## config.mk

```make
export PLATFORM = sky130hd
export DESIGN_NAME = decimal_sum_accumulator_unit
export DESIGN_NICKNAME = d
export VERILOG_FILES = /design/src/rtl/dsa_pkg.sv /design/src/rtl/dsa_front.sv /design/src/rtl/dsa_fifo.sv /design/src/rtl/dsa_back.sv /design/src/rtl/decimal_sum_accumulator_unit.sv
export VERILOG_INCLUDE_DIRS = /design/src /design/src/rtl
export SDC_FILE = /design/constraint.sdc
export NUM_CORES = 1
export LEC_CHECK = 0
export BUFFER_PORTS_ARGS = -buffer_cell sky130_fd_sc_hd__buf_2
export CORE_MARGIN = 1
export CORE_UTILIZATION = 44
export CTS_CLUSTER_DIAMETER = 80
export CTS_CLUSTER_SIZE = 20
export DETAILED_ROUTE_END_ITERATION = 10
export REMOVE_ABC_BUFFERS = 1
export SETUP_SLACK_MARGIN = 0.3
export SLEW_MARGIN = 15
export SYNTH_ARGS = -nofsm -noshare
export SYNTH_HDL_FRONTEND = slang
export SYNTH_SLANG_ARGS = --single-unit
export TNS_END_PERCENT = 100
```

## constraint.sdc

```tcl
create_clock -name clk -period 12.5 [get_ports clk]
set_input_delay 0.625 -clock clk [delete_from_list [all_inputs] [get_ports clk]]
set_output_delay 0.625 -clock clk [all_outputs]
set_load 0.03 [all_outputs]
```

## src/rtl/decimal_sum_accumulator_unit_assert.svh

```systemverilog
// Assertion macros used by the decimal sum accumulator formatter.
`ifndef DECIMAL_SUM_ACCUMULATOR_UNIT_ASSERT_SVH
`define DECIMAL_SUM_ACCUMULATOR_UNIT_ASSERT_SVH

// Same-cycle implication, sampled on clk and idle during reset.
`define DSA_ASSERT_IMP(lbl, ante, cons, msg) \
	lbl: assert property (@(posedge clk) disable iff (!arst_n) (ante) |-> (cons)) else $error(msg);

// Next-cycle implication, sampled on clk and idle during reset.
`define DSA_ASSERT_NEXT(lbl, ante, cons, msg) \
	lbl: assert property (@(posedge clk) disable iff (!arst_n) (ante) |=> (cons)) else $error(msg);

`endif

```

## src/rtl/dsa_pkg.sv

```systemverilog
// Shared types and character constants for the decimal sum accumulator.
package dsa_pkg;

	// One input item: a message byte and its end marker.
	typedef struct packed {
		logic [7:0] in_byte;
		logic       end_of_message;
	} in_t;

	// One result item: a sum character or an error marker.
	typedef struct packed {
		logic [7:0] out_char;
		logic       status;
		logic       last;
	} out_t;

	// Flags of a finished message as handed from the parser to the formatter.
	typedef struct packed {
		logic err;
		logic neg;
	} job_flags_t;

	localparam logic [7:0] CH_NUL   = 8'h00;
	localparam logic [7:0] CH_MINUS = 8'h2D;
	localparam logic [7:0] CH_ZERO  = 8'h30;
	localparam logic [7:0] CH_ONE   = 8'h31;
	localparam logic [7:0] CH_NINE  = 8'h39;

	// Parser phases.
	typedef enum logic [4:0] {
		PH_START  = 5'b00001,
		PH_MINUS  = 5'b00010,
		PH_ZERO   = 5'b00100,
		PH_DIGITS = 5'b01000,
		PH_BAD    = 5'b10000
	} phase_t;

	// Formatter states.
	typedef enum logic [5:0] {
		BK_IDLE  = 6'b000001,
		BK_LOAD  = 6'b000010,
		BK_CONV  = 6'b000100,
		BK_SKIP  = 6'b001000,
		BK_SIGN  = 6'b010000,
		BK_DIGIT = 6'b100000
	} bk_state_t;

endpackage

```

## src/rtl/dsa_front.sv

```systemverilog
// Message parser: checks each byte and hands finished messages to the queue.
module dsa_front import dsa_pkg::*; #(
	parameter int SUM_WIDTH = 32
) (
	input  logic                 clk,
	input  logic                 arst_n,
	input  logic                 in_valid,
	output logic                 in_ready,
	input  in_t                  in_data,
	output logic                 push_valid,
	input  logic                 push_ready,
	output job_flags_t           push_flags,
	output logic [SUM_WIDTH-1:0] push_mag
);

	phase_t                 phase_q, phase_n;
	logic [SUM_WIDTH-1:0]   val_q, val_n;
	logic                   neg_q, neg_n;
	logic                   ended_q, ended_n;
	logic                   accept;
	logic                   is_nz, is_dig;
	logic [SUM_WIDTH-1:0]   digit_ext;

	// A byte is taken whenever the queue can absorb a possible finished message.
	assign in_ready = push_ready;
	assign accept   = in_valid && in_ready;

	// Character classes.
	assign is_nz     = (in_data.in_byte >= CH_ONE) && (in_data.in_byte <= CH_NINE);
	assign is_dig    = (in_data.in_byte >= CH_ZERO) && (in_data.in_byte <= CH_NINE);
	assign digit_ext = {{(SUM_WIDTH-4){1'b0}}, in_data.in_byte[3:0]};

	// Parse step for the current byte.
	always_comb begin
		phase_n = phase_q;
		val_n   = val_q;
		neg_n   = neg_q;
		ended_n = ended_q;
		if (!ended_q) begin
			if (in_data.in_byte == CH_NUL) begin
				ended_n = 1'b1;
			end else begin
				unique case (phase_q)
					PH_START, PH_MINUS: begin
						priority if (phase_q == PH_START && in_data.in_byte == CH_MINUS) begin
							phase_n = PH_MINUS;
							neg_n   = 1'b1;
						end else if (in_data.in_byte == CH_ZERO) begin
							phase_n = PH_ZERO;
						end else if (is_nz) begin
							val_n   = digit_ext;
							phase_n = PH_DIGITS;
						end else begin
							phase_n = PH_BAD;
						end
					end
					PH_DIGITS: begin
						if (is_dig) begin
							val_n = (val_q << 3) + (val_q << 1) + digit_ext;
						end else begin
							phase_n = PH_BAD;
						end
					end
					default: begin
						phase_n = PH_BAD;
					end
				endcase
			end
		end
	end

	// A message is handed over on its final byte.
	assign push_valid     = accept && in_data.end_of_message;
	assign push_flags.err = !(phase_n == PH_ZERO || phase_n == PH_DIGITS);
	assign push_flags.neg = neg_n;
	assign push_mag       = val_n;

	// Parse state, cleared after each message.
	always_ff @(posedge clk or negedge arst_n) begin
		if (!arst_n) begin
			phase_q <= PH_START;
			val_q   <= '0;
			neg_q   <= 1'b0;
			ended_q <= 1'b0;
		end else if (accept) begin
			if (in_data.end_of_message) begin
				phase_q <= PH_START;
				val_q   <= '0;
				neg_q   <= 1'b0;
				ended_q <= 1'b0;
			end else begin
				phase_q <= phase_n;
				val_q   <= val_n;
				neg_q   <= neg_n;
				ended_q <= ended_n;
			end
		end
	end

endmodule

```

## src/rtl/dsa_fifo.sv

```systemverilog
// Two-entry queue between the parser and the formatter.
module dsa_fifo import dsa_pkg::*; #(
	parameter int SUM_WIDTH = 32
) (
	input  logic                 clk,
	input  logic                 arst_n,
	input  logic                 push_valid,
	output logic                 push_ready,
	input  job_flags_t           push_flags,
	input  logic [SUM_WIDTH-1:0] push_mag,
	output logic                 pop_valid,
	input  logic                 pop_ready,
	output job_flags_t           pop_flags,
	output logic [SUM_WIDTH-1:0] pop_mag
);

	job_flags_t           flags_q [2];
	logic [SUM_WIDTH-1:0] mag_q   [2];
	logic                 wr_ptr_q, rd_ptr_q;
	logic [1:0]           cnt_q;
	logic                 do_push, do_pop;

	assign push_ready = (cnt_q != 2'd2);
	assign pop_valid  = (cnt_q != 2'd0);
	assign do_push    = push_valid && push_ready;
	assign do_pop     = pop_valid && pop_ready;
	assign pop_flags  = flags_q[rd_ptr_q];
	assign pop_mag    = mag_q[rd_ptr_q];

	// Entry storage.
	always_ff @(posedge clk) begin
		if (do_push) begin
			flags_q[wr_ptr_q] <= push_flags;
			mag_q[wr_ptr_q]   <= push_mag;
		end
	end

	// Pointers and fill count.
	always_ff @(posedge clk or negedge arst_n) begin
		if (!arst_n) begin
			wr_ptr_q <= 1'b0;
			rd_ptr_q <= 1'b0;
			cnt_q    <= 2'd0;
		end else begin
			if (do_push) begin
				wr_ptr_q <= !wr_ptr_q;
			end
			if (do_pop) begin
				rd_ptr_q <= !rd_ptr_q;
			end
			if (do_push && !do_pop) begin
				cnt_q <= cnt_q + 2'd1;
			end else if (do_pop && !do_push) begin
				cnt_q <= cnt_q - 2'd1;
			end
		end
	end

endmodule

```

## src/rtl/dsa_back.sv

```systemverilog
// Formatter: updates the running sum and prints it as decimal characters, or emits an error marker.
`include "decimal_sum_accumulator_unit_assert.svh"
module dsa_back import dsa_pkg::*; #(
	parameter int SUM_WIDTH = 32
) (
	input  logic                 clk,
	input  logic                 arst_n,
	input  logic                 job_valid,
	output logic                 job_ready,
	input  job_flags_t           job_flags,
	input  logic [SUM_WIDTH-1:0] job_mag,
	output logic                 out_valid,
	input  logic                 out_ready,
	output out_t                 out_data
);

	// Decimal digits needed for the widest magnitude, and counter widths.
	localparam int ND = ((SUM_WIDTH * 1233) >> 12) + 1;
	localparam int BW = ND * 4;
	localparam int CW = $clog2(SUM_WIDTH + 1);
	localparam int RW = $clog2(ND + 1);

	bk_state_t            state_q;
	logic [SUM_WIDTH-1:0] sum_q;
	logic [SUM_WIDTH-1:0] mag_q;
	logic                 neg_q;
	logic [BW-1:0]        bcd_q;
	logic [CW-1:0]        bit_cnt_q;
	logic [RW-1:0]        rem_q;
	logic                 out_valid_q;
	out_t                 out_data_q;
	logic                 slot_free;
	logic                 take_job;
	logic                 load_out;
	out_t                 load_data;
	logic [3:0]           top_digit;
	logic [BW-1:0]        bcd_adj;

	// Add 3 to every BCD digit of five or more before the next shift.
	function automatic logic [BW-1:0] dabble_adj(input logic [BW-1:0] b);
		logic [BW-1:0] r;
		for (int i = 0; i < ND; i++) begin
			r[4*i +: 4] = (b[4*i +: 4] >= 4'd5) ? (b[4*i +: 4] + 4'd3) : b[4*i +: 4];
		end
		return r;
	endfunction

	assign slot_free = !out_valid_q || out_ready;
	assign job_ready = (state_q == BK_IDLE) && (!job_flags.err || slot_free);
	assign take_job  = job_valid && job_ready;
	assign top_digit = bcd_q[BW-1 -: 4];
	assign bcd_adj   = dabble_adj(bcd_q);

	// Result item to load into the output register.
	always_comb begin
		load_out  = 1'b0;
		load_data = '0;
		unique case (state_q)
			BK_IDLE: begin
				if (take_job && job_flags.err) begin
					load_out           = 1'b1;
					load_data.out_char = CH_NUL;
					load_data.status   = 1'b1;
					load_data.last     = 1'b1;
				end
			end
			BK_SIGN: begin
				if (slot_free) begin
					load_out           = 1'b1;
					load_data.out_char = CH_MINUS;
				end
			end
			BK_DIGIT: begin
				if (slot_free) begin
					load_out           = 1'b1;
					load_data.out_char = CH_ZERO + {4'h0, top_digit};
					load_data.last     = (rem_q == RW'(1));
				end
			end
			default: begin
				load_out = 1'b0;
			end
		endcase
	end

	// Sequencer: sum update, bit-serial conversion, zero skip, emission.
	always_ff @(posedge clk or negedge arst_n) begin
		if (!arst_n) begin
			state_q   <= BK_IDLE;
			sum_q     <= '0;
			mag_q     <= '0;
			neg_q     <= 1'b0;
			bcd_q     <= '0;
			bit_cnt_q <= '0;
			rem_q     <= '0;
		end else begin
			unique case (state_q)
				BK_IDLE: begin
					if (take_job && !job_flags.err) begin
						sum_q   <= job_flags.neg ? (sum_q - job_mag) : (sum_q + job_mag);
						state_q <= BK_LOAD;
					end
				end
				BK_LOAD: begin
					neg_q     <= sum_q[SUM_WIDTH-1];
					mag_q     <= sum_q[SUM_WIDTH-1] ? (~sum_q + 1'b1) : sum_q;
					bcd_q     <= '0;
					bit_cnt_q <= CW'(SUM_WIDTH);
					state_q   <= BK_CONV;
				end
				BK_CONV: begin
					bcd_q     <= {bcd_adj[BW-2:0], mag_q[SUM_WIDTH-1]};
					mag_q     <= mag_q << 1;
					bit_cnt_q <= bit_cnt_q - 1'b1;
					if (bit_cnt_q == CW'(1)) begin
						rem_q   <= RW'(ND);
						state_q <= BK_SKIP;
					end
				end
				BK_SKIP: begin
					if (top_digit == 4'h0 && rem_q > RW'(1)) begin
						bcd_q <= bcd_q << 4;
						rem_q <= rem_q - 1'b1;
					end else begin
						state_q <= neg_q ? BK_SIGN : BK_DIGIT;
					end
				end
				BK_SIGN: begin
					if (slot_free) begin
						state_q <= BK_DIGIT;
					end
				end
				BK_DIGIT: begin
					if (slot_free) begin
						bcd_q <= bcd_q << 4;
						rem_q <= rem_q - 1'b1;
						if (rem_q == RW'(1)) begin
							state_q <= BK_IDLE;
						end
					end
				end
				default: begin
					state_q <= BK_IDLE;
				end
			endcase
		end
	end

	// Output register valid flag.
	always_ff @(posedge clk or negedge arst_n) begin
		if (!arst_n) begin
			out_valid_q <= 1'b0;
		end else if (load_out) begin
			out_valid_q <= 1'b1;
		end else if (out_ready) begin
			out_valid_q <= 1'b0;
		end
	end

	// Output register payload.
	always_ff @(posedge clk) begin
		if (load_out) begin
			out_data_q <= load_data;
		end
	end

	assign out_valid = out_valid_q;
	assign out_data  = out_data_q;

	`DSA_ASSERT_IMP(a_digit_left, state_q == BK_DIGIT, rem_q != '0, "digit state with no digits left")
	`DSA_ASSERT_IMP(a_sign_neg, state_q == BK_SIGN, neg_q, "sign emitted for a non-negative sum")
	`DSA_ASSERT_NEXT(a_err_out, take_job && job_flags.err, out_valid_q && out_data_q.status && out_data_q.last, "error item not loaded")

endmodule

```

## src/rtl/decimal_sum_accumulator_unit.sv

```systemverilog
// Throughput: one byte per cycle while the two-entry queue has room. Once idle, the formatter
// takes a finished message from the queue, updates the sum, loads the magnitude, converts it to
// BCD bit-serially, skips leading zeros and registers the first result character; further
// characters follow one per cycle while the receiver keeps up. A valid message holds the
// formatter until its sign if negative and its digits (ND = 10 digits at 32 bits) are out; an
// invalid one only loads an error marker. Reset clears sum, parse state, queue and output valid.
module decimal_sum_accumulator_unit import dsa_pkg::*; #(
	parameter int SUM_WIDTH = 32
) (
	input  logic clk,
	input  logic arst_n,
	input  logic in_valid,
	output logic in_ready,
	input  in_t  in_data,
	output logic out_valid,
	input  logic out_ready,
	output out_t out_data
);

	logic                 push_valid, push_ready;
	job_flags_t           push_flags;
	logic [SUM_WIDTH-1:0] push_mag;
	logic                 pop_valid, pop_ready;
	job_flags_t           pop_flags;
	logic [SUM_WIDTH-1:0] pop_mag;

	// Parser.
	dsa_front #(.SUM_WIDTH(SUM_WIDTH)) u_front (
		.clk        (clk),
		.arst_n     (arst_n),
		.in_valid   (in_valid),
		.in_ready   (in_ready),
		.in_data    (in_data),
		.push_valid (push_valid),
		.push_ready (push_ready),
		.push_flags (push_flags),
		.push_mag   (push_mag)
	);

	// Queue of finished messages.
	dsa_fifo #(.SUM_WIDTH(SUM_WIDTH)) u_fifo (
		.clk        (clk),
		.arst_n     (arst_n),
		.push_valid (push_valid),
		.push_ready (push_ready),
		.push_flags (push_flags),
		.push_mag   (push_mag),
		.pop_valid  (pop_valid),
		.pop_ready  (pop_ready),
		.pop_flags  (pop_flags),
		.pop_mag    (pop_mag)
	);

	// Sum update and decimal output.
	dsa_back #(.SUM_WIDTH(SUM_WIDTH)) u_back (
		.clk       (clk),
		.arst_n    (arst_n),
		.job_valid (pop_valid),
		.job_ready (pop_ready),
		.job_flags (pop_flags),
		.job_mag   (pop_mag),
		.out_valid (out_valid),
		.out_ready (out_ready),
		.out_data  (out_data)
	);

endmodule
```

# After elaboration in Yosys (flattened, before gate mapping)
# Memories as Yosys holds them, arrays and structs flattened.
# Index checks and enable logic that the tools add are counted.
[word_totals] ff_bits=175 wordCells=183 n_memories=2 inputBits=13 output_inout_bits=12 ramBits=68
[classes] n_reduce_logical=37 bitwise_logic=1 addsub=20 muxes=68 n_lt_le_gt_ge=14 eq_ne=23
[memory_table] name="u_fifo.mag_q" depth=2 width=32 read_ports=1 rd_ports_with_merged_regs=0 wr=1 line_no="dsa_fifo.sv:18" text="logic [SUM_WIDTH-1:0] mag_q [2];"
[memory_table] name="u_fifo.flags_q" depth=2 width=2 read_ports=1 rd_ports_with_merged_regs=0 wr=1 line_no="dsa_fifo.sv:17" text="job_flags_t flags_q [2];"
[op_table] cell="2-to-1 mux 32 bit" n=9
[op_table] cell="case mux 40 bit (4 select lines)" n=1
[op_table] cell="case mux 32 bit (2 select lines)" n=2
[op_table] cell="2-to-1 mux 40 bit" n=2
[op_table] cell="adder 32 bit" n=2
[op_table] cell="2-to-1 mux 4 bit" n=12
[op_table] cell="2-to-1 mux 6 bit" n=8
[op_table] cell=">= comparator 4 x 3 -> 1 bit (second input constant)" n=10
[op_table] cell="adder 4 x 2 -> 4 bit (second input constant)" n=9
[op_table] cell="case mux 6 bit (6 select lines)" n=1
[op_table] cell="2-to-1 mux 5 bit" n=7
[op_table] cell="adder 32 x 1 -> 32 bit (second input constant)" n=1
[op_table] cell="adder 32 x 4 -> 32 bit" n=1
[op_table] cell="inverter 32 bit" n=1
[op_table] cell="subtractor 32 bit" n=1
[op_table] cell="case mux 8 bit (3 select lines)" n=1
[op_table] cell="equality test 8 x 6 -> 1 bit (second input constant)" n=2
[op_table] cell=">= comparator 8 x 6 -> 1 bit (second input constant)" n=2
[op_table] cell="2-to-1 mux 1 bit" n=15
[op_table] cell="logical AND 1 bit" n=13
[op_table] cell="equality test 6 x 1 -> 1 bit (second input constant)" n=2
[op_table] cell="case mux 4 bit (3 select lines)" n=1
[op_table] cell="case mux 6 bit (2 select lines)" n=1
[op_table] cell="equality test 5 x 4 -> 1 bit (second input constant)" n=2
[op_table] cell="other kinds (36)" n=57

# Longest topological paths before layout
[depth] depth_word=11 mapped_depth=23 depth_no_buf=18

# Cells and area by module
# From an unflattened synthesis, not the netlist that was laid out.
[hier_totals] cells_unflattened=1654 area_unflattened_um2=15976.6
[modules_own_cells] module="dsa_back" cells_per_inst=1046 n_inst=1 area_per_inst_um2=9171.3 seq_area_each_um2=3294.4
[modules_own_cells] module="dsa_front" cells_per_inst=484 n_inst=1 area_per_inst_um2=4006.3 seq_area_each_um2=977.2
[modules_own_cells] module="dsa_fifo" cells_per_inst=124 n_inst=1 area_per_inst_um2=2798.9 seq_area_each_um2=2142.1

# Worst setup path after synthesis
# OpenSTA, ideal clock, no wires.
[synth_timing] kind="register -> register" from="register u_fifo.rd_ptr_q" to="register u_back.sum_q[25]" setup_ns=0.069 path_buffers=6 period_less_slack_ns=5.558 required_time_ns=12.431 path_slack_ns=6.942 arrival_time_ns=5.490 path_stages_with_launch=23 path_cell_list="dfrtp_1 -> clkbuf_1 -> buf_2 -> clkbuf_1 -> clkbuf_1 -> buf_2 -> mux2i_1 -> ha_1 -> o221ai_1 -> o21a_1 -> or4_1 -> o21ai_0 -> xor2_1 -> ha_1 -> clkbuf_1 -> a21o_1 -> a21oi_1 -> o21ai_0 -> a21o_1 -> a21oi_1 -> o221ai_1 -> or4b_2 -> nand3_1"
[synth_between] elab_chain_cells=7 word_cells_on_any_way=11 classes_between="2 x add/sub; 1 x mux; 6 x reduce/logical; 2 x memory"
[synth_lines] item="start, declared" line_no="dsa_fifo.sv:19" text="logic wr_ptr_q, rd_ptr_q;"
[synth_lines] item="start signal, assigned" line_no="dsa_fifo.sv:49" text="rd_ptr_q <= !rd_ptr_q;"
[synth_lines] item="branches (longest 7 deep; another with memory (2 x 32 bit))"
[synth_lines] item="end signal, assigned" line_no="dsa_back.sv:100" text="sum_q <= job_flags.neg ? (sum_q - job_mag) : (sum_q + job_mag);"
[synth_lines] item="end, declared" line_no="dsa_back.sv:24" text="logic [SUM_WIDTH-1:0] sum_q;"
# Several ways; the timed one is not identified.
# A chain may end at the register's enable or synchronous reset.

# Worst setup path in the final report
[layout_timing] from="register u_fifo.rd_ptr_q" to="register u_back.sum_q[28]"
# Same word-level chain as after synthesis.

==> flow_summary_export.csv <==
group,metric,value,unit
global_routing,grt_pass1_wl,60300,microns
logic_synthesis,syn_area,0.0159,sq mm
run_status,status,"finished clean",
sta,setup_viol,0,
logic_synthesis,synth-edff-count,76,
critical_path,r2r_start,"u_fifo.rd_ptr_q",
floorplan,die_width,192,microns
logic_synthesis,seq_area_frac_synth,40.4,%
critical_path,r2r-end,"u_back.sum_q[28]",
logic_synthesis,syn_inst,1683,
clock_network,cts_resized,0,
route,drtAntennaViolNets,0,
logic_synthesis,synth_ff_type,"dfrtp_1",
route,wl_per_cell,16.7,microns
sta,worst_pin_slew,1.02,ns
route,m1WireLength,18200,microns
logic_synthesis,postSynthAreaPerCell,9.44,sq um
floorplan,start_util,44.7,%
clock_network,numCtsBuffers,19,
hold_path,hold_class,"in2async",
clock_network,cts_hold_buf,0,
floorplan,die_h,192,microns
global_routing,antenna_found_initial,0,
critical_path,rr_worst_depth,16,
critical_path,critPathMaxFanout,73,
cells_and_area,diodes,0,
critical_path,required,12.90,ns
logic_synthesis,synth_area_leader_cell,"dfrtp_1",
cells_and_area,utilization,48.0,%
floorplan,die_area,0.0369,sq mm
floorplan,design.core.area,0.0356,sq mm
logic_synthesis,ys_seq_elements,241,
critical_path,r2r_setup_slack,7.52,ns
power_and_ir_drop,switching_share,43.7,%
power_and_ir_drop,vdd_drop_max,0.0000987,V
power_and_ir_drop,internal_power,2160,uW
critical_path,cp.arrival,5.38,ns
run,drv_cap,0,
sta,hold_viol_final,0,
cells_and_area,area_growth,7.55,%
logic_synthesis,ys_top_cells_by_area,"dfrtp_1, edfxtp_1, ha_1",
route,drtIter0Drc,749,
logic_synthesis,synth_cell_types,82,
placement,gp_congestion,0.906,
route,dr_total_vias,12400,
logic_synthesis,netlist.area_leader.share,25.7,%
route,met2_wirelength,15900,microns
placement,dp_hpwl,26300,microns
sta,fin_worst_skew,0.0325,ns
cells_and_area,fin_nets,1806,
power_and_ir_drop,p_per_area,225,mW/mm^2
power_and_ir_drop,seqPwrFrac,32.5,%
sta,fin_crit,4.98,ns
route,first_pass_iters,4,
global_routing,grt_pass1_vias,11800,
critical_path,critPathKind,"reg2reg",
logic_synthesis,yosys_warnings,0,
floorplan,ios,25,
cells_and_area,layout_commonest_cell,"o21ai_0",
route,wl,35900,microns
sta,fin_hold_ws,0.178,ns
global_routing,overflow,0,
power_and_ir_drop,p_comb_share,51.0,%
clock_network,cts.sinks,241,
critical_path,crit_start,"u_fifo.rd_ptr_q",
global_routing,grt_max_degree,90,
clock_network,post_cts_buffers,0,
sta,fmax,201,MHz
floorplan,num_rows,69,
global_routing,grt_usage,19.9,%
sta,grt_setup_unrepaired,"false",
sta,fin_crit_sh,39.8,%
cells_and_area,layout_common_cells,"o21ai_0, nand2_1, dfrtp_1",
cells_and_area,drive_gt1_share,6.28,%
clock_network,ctsHtreeMaxLevel,1,
logic_synthesis,ys_async_sr_fraction,68.5,%
critical_path,crit_path_start_kind,"flop",
critical_path,endpoint,"u_back.sum_q[28]",
clock_network,clkTransAtPathRegs,0.08,ns
route,drc,0,
clock_network,cts_max_path_buffers,3,
sta,finalMaxSlewViolations,0,
power_and_ir_drop,leakage,0.00745,uW
clock_network,tritoncts,"built",
power_and_ir_drop,clockPowerShare,16.4,%
sta,tns,0,ns
route,vias_per_cell,5.76,
sta,slew_headroom,32.1,%
power_and_ir_drop,power.switching,1680,uW
clock_network,clk-insertion-delay-late,0.52,ns
clock_network,clockRootBuffer,"clkbuf_16",
route,met3WireLength,999,microns
route,routed.top_layer,"met4",
placement,portBuffers,22,
critical_path,end_kind,"flop",
[metal layers]
metal | track usage (%) | vias to the layer above
met1 | 29.3 | 5906
met2 | 31.5 | 150
met4 | 4.48 | 0
met5 | 0 | -
li1 | - | 6275
met3 | 1.85 | 48
[power groups by stage]
stage                     logic (uW)  registers, uW  clock network [uW]
final                           1960           1250                 632
after global routing            2230           1280                 681
after CTS                       1970           1250                 654
after detailed placement        1970           1260                   0
after global placement          1930           1260                   0
after floorplan                 1510           1270                   0
[critical path, stage by stage, from the launching register on]
cell and delay (ns):
dfrtp_2 0.39, buf_4 0.65, nor3b_1 0.33, o221ai_1 0.21, o21a_1 0.26, or4_1 0.60
o21ai_0 0.24, xnor2_1 0.10, ha_1 0.35, a21oi_1 0.25, nand2_1 0.08, a221oi_1 0.31
a2bb2oi_1 0.33, a211oi_1 0.16, nor3_1 0.24, xnor2_1 0.09, mux2_2 0.26
[through the flow]
step / std cells / total power [uW] / instance area, sq um / setup slack (ns)
final: 2148 / 3840 / 17100 / 7.52
after global routing: 2148 / 4190 / 17100 / 7.03
after CTS: 2148 / 3880 / 17100 / 7.45
after detailed placement: 2114 / 3230 / 16500 / 7.46
after global placement: 2114 / 3190 / 16500 / 7.61
after floorplan: 1613 / 2780 / 15600 / 6.85
[sequential cells by signal, indices dropped and copies added (netlist names)]
register,cells
u_back.neg_q,1
u_front.phase_q,5
u_fifo.cnt_q,2
u_fifo.wr_ptr_q,1
u_back.bcd_q,40
u_back.state_q,6
u_fifo.mag_q,64
u_fifo.rd_ptr_q,1
u_back.sum_q,32
u_front.val_q,32
u_back.out_data,8
u_front.neg_q,1
u_back.rem_q,4
u_back.out_valid,1
u_front.ended_q,1
u_back.bit_cnt_q,6
u_back.mag_q,32
u_fifo.flags_q,4
[cell usage after synthesis, types with 4 or more instances]
master,n
a211oi_1,7
a21boi_0,5
a21o_1,30
a21oi_1,107
a221o_1,6
a221oi_1,19
a22o_1,30
a22oi_1,40
a31oi_1,11
a32oi_1,11
and2_1,10
and3_1,13
and4_1,6
buf_1,5
buf_2,4
clkbuf_1,60
dfrtp_1,163
edfxtp_1,76
ha_1,116
inv_1,52
mux2_2,5
mux2i_1,44
nand2_1,180
nand2b_1,28
nand3_1,24
nand3b_1,6
nand4_1,9
nor2_1,71
nor2b_1,9
nor3_1,54
nor3b_1,14
nor4_1,10
o211ai_1,9
o21a_1,5
o21ai_0,198
o21ai_1,4
o221ai_1,13
o22ai_1,7
o31ai_1,18
or3_1,13
or4_1,4
or4b_2,4
xnor2_1,55
xor2_1,65
[cell families after synthesis]
logic type | count (synthesis) | share of synthesized area, %
xor+xnor | 120 | 6.61
fa+ha+maj | 119 | 9.51
mux | 49 | 3.13
buf+inv | 123 | 2.98
compound gates | 552 | 22.3
other cells | 1 | 0.0236
simple gates | 478 | 15.1
flops | 241 | 40.4
[final cells by class]
class                      count  area [sq um]
fill                        3364         18500
clock inverter                 9           128
sequential                   241          6410
multi-input combinational   1320          9020
inverter                      52           195
tap                          461           577
timing repair buffer          40           251
clock buffer                  25           499
[how the worst min path moves through the flow]
stage	startpoint	to	cells after the start
global placement	u_front.val_q[31]	u_front.val_q[31]	2
finish	arst_n	u_back.bcd_q[7]	1
global route	arst_n	u_back.bcd_q[7]	1
CTS	arst_n	u_back.bcd_q[6]	1
detailed placement	u_front.val_q[31]	u_front.val_q[31]	2
floorplan	arst_n	u_back.bcd_q[0]	0
Power figures use the tool's default switching activity.
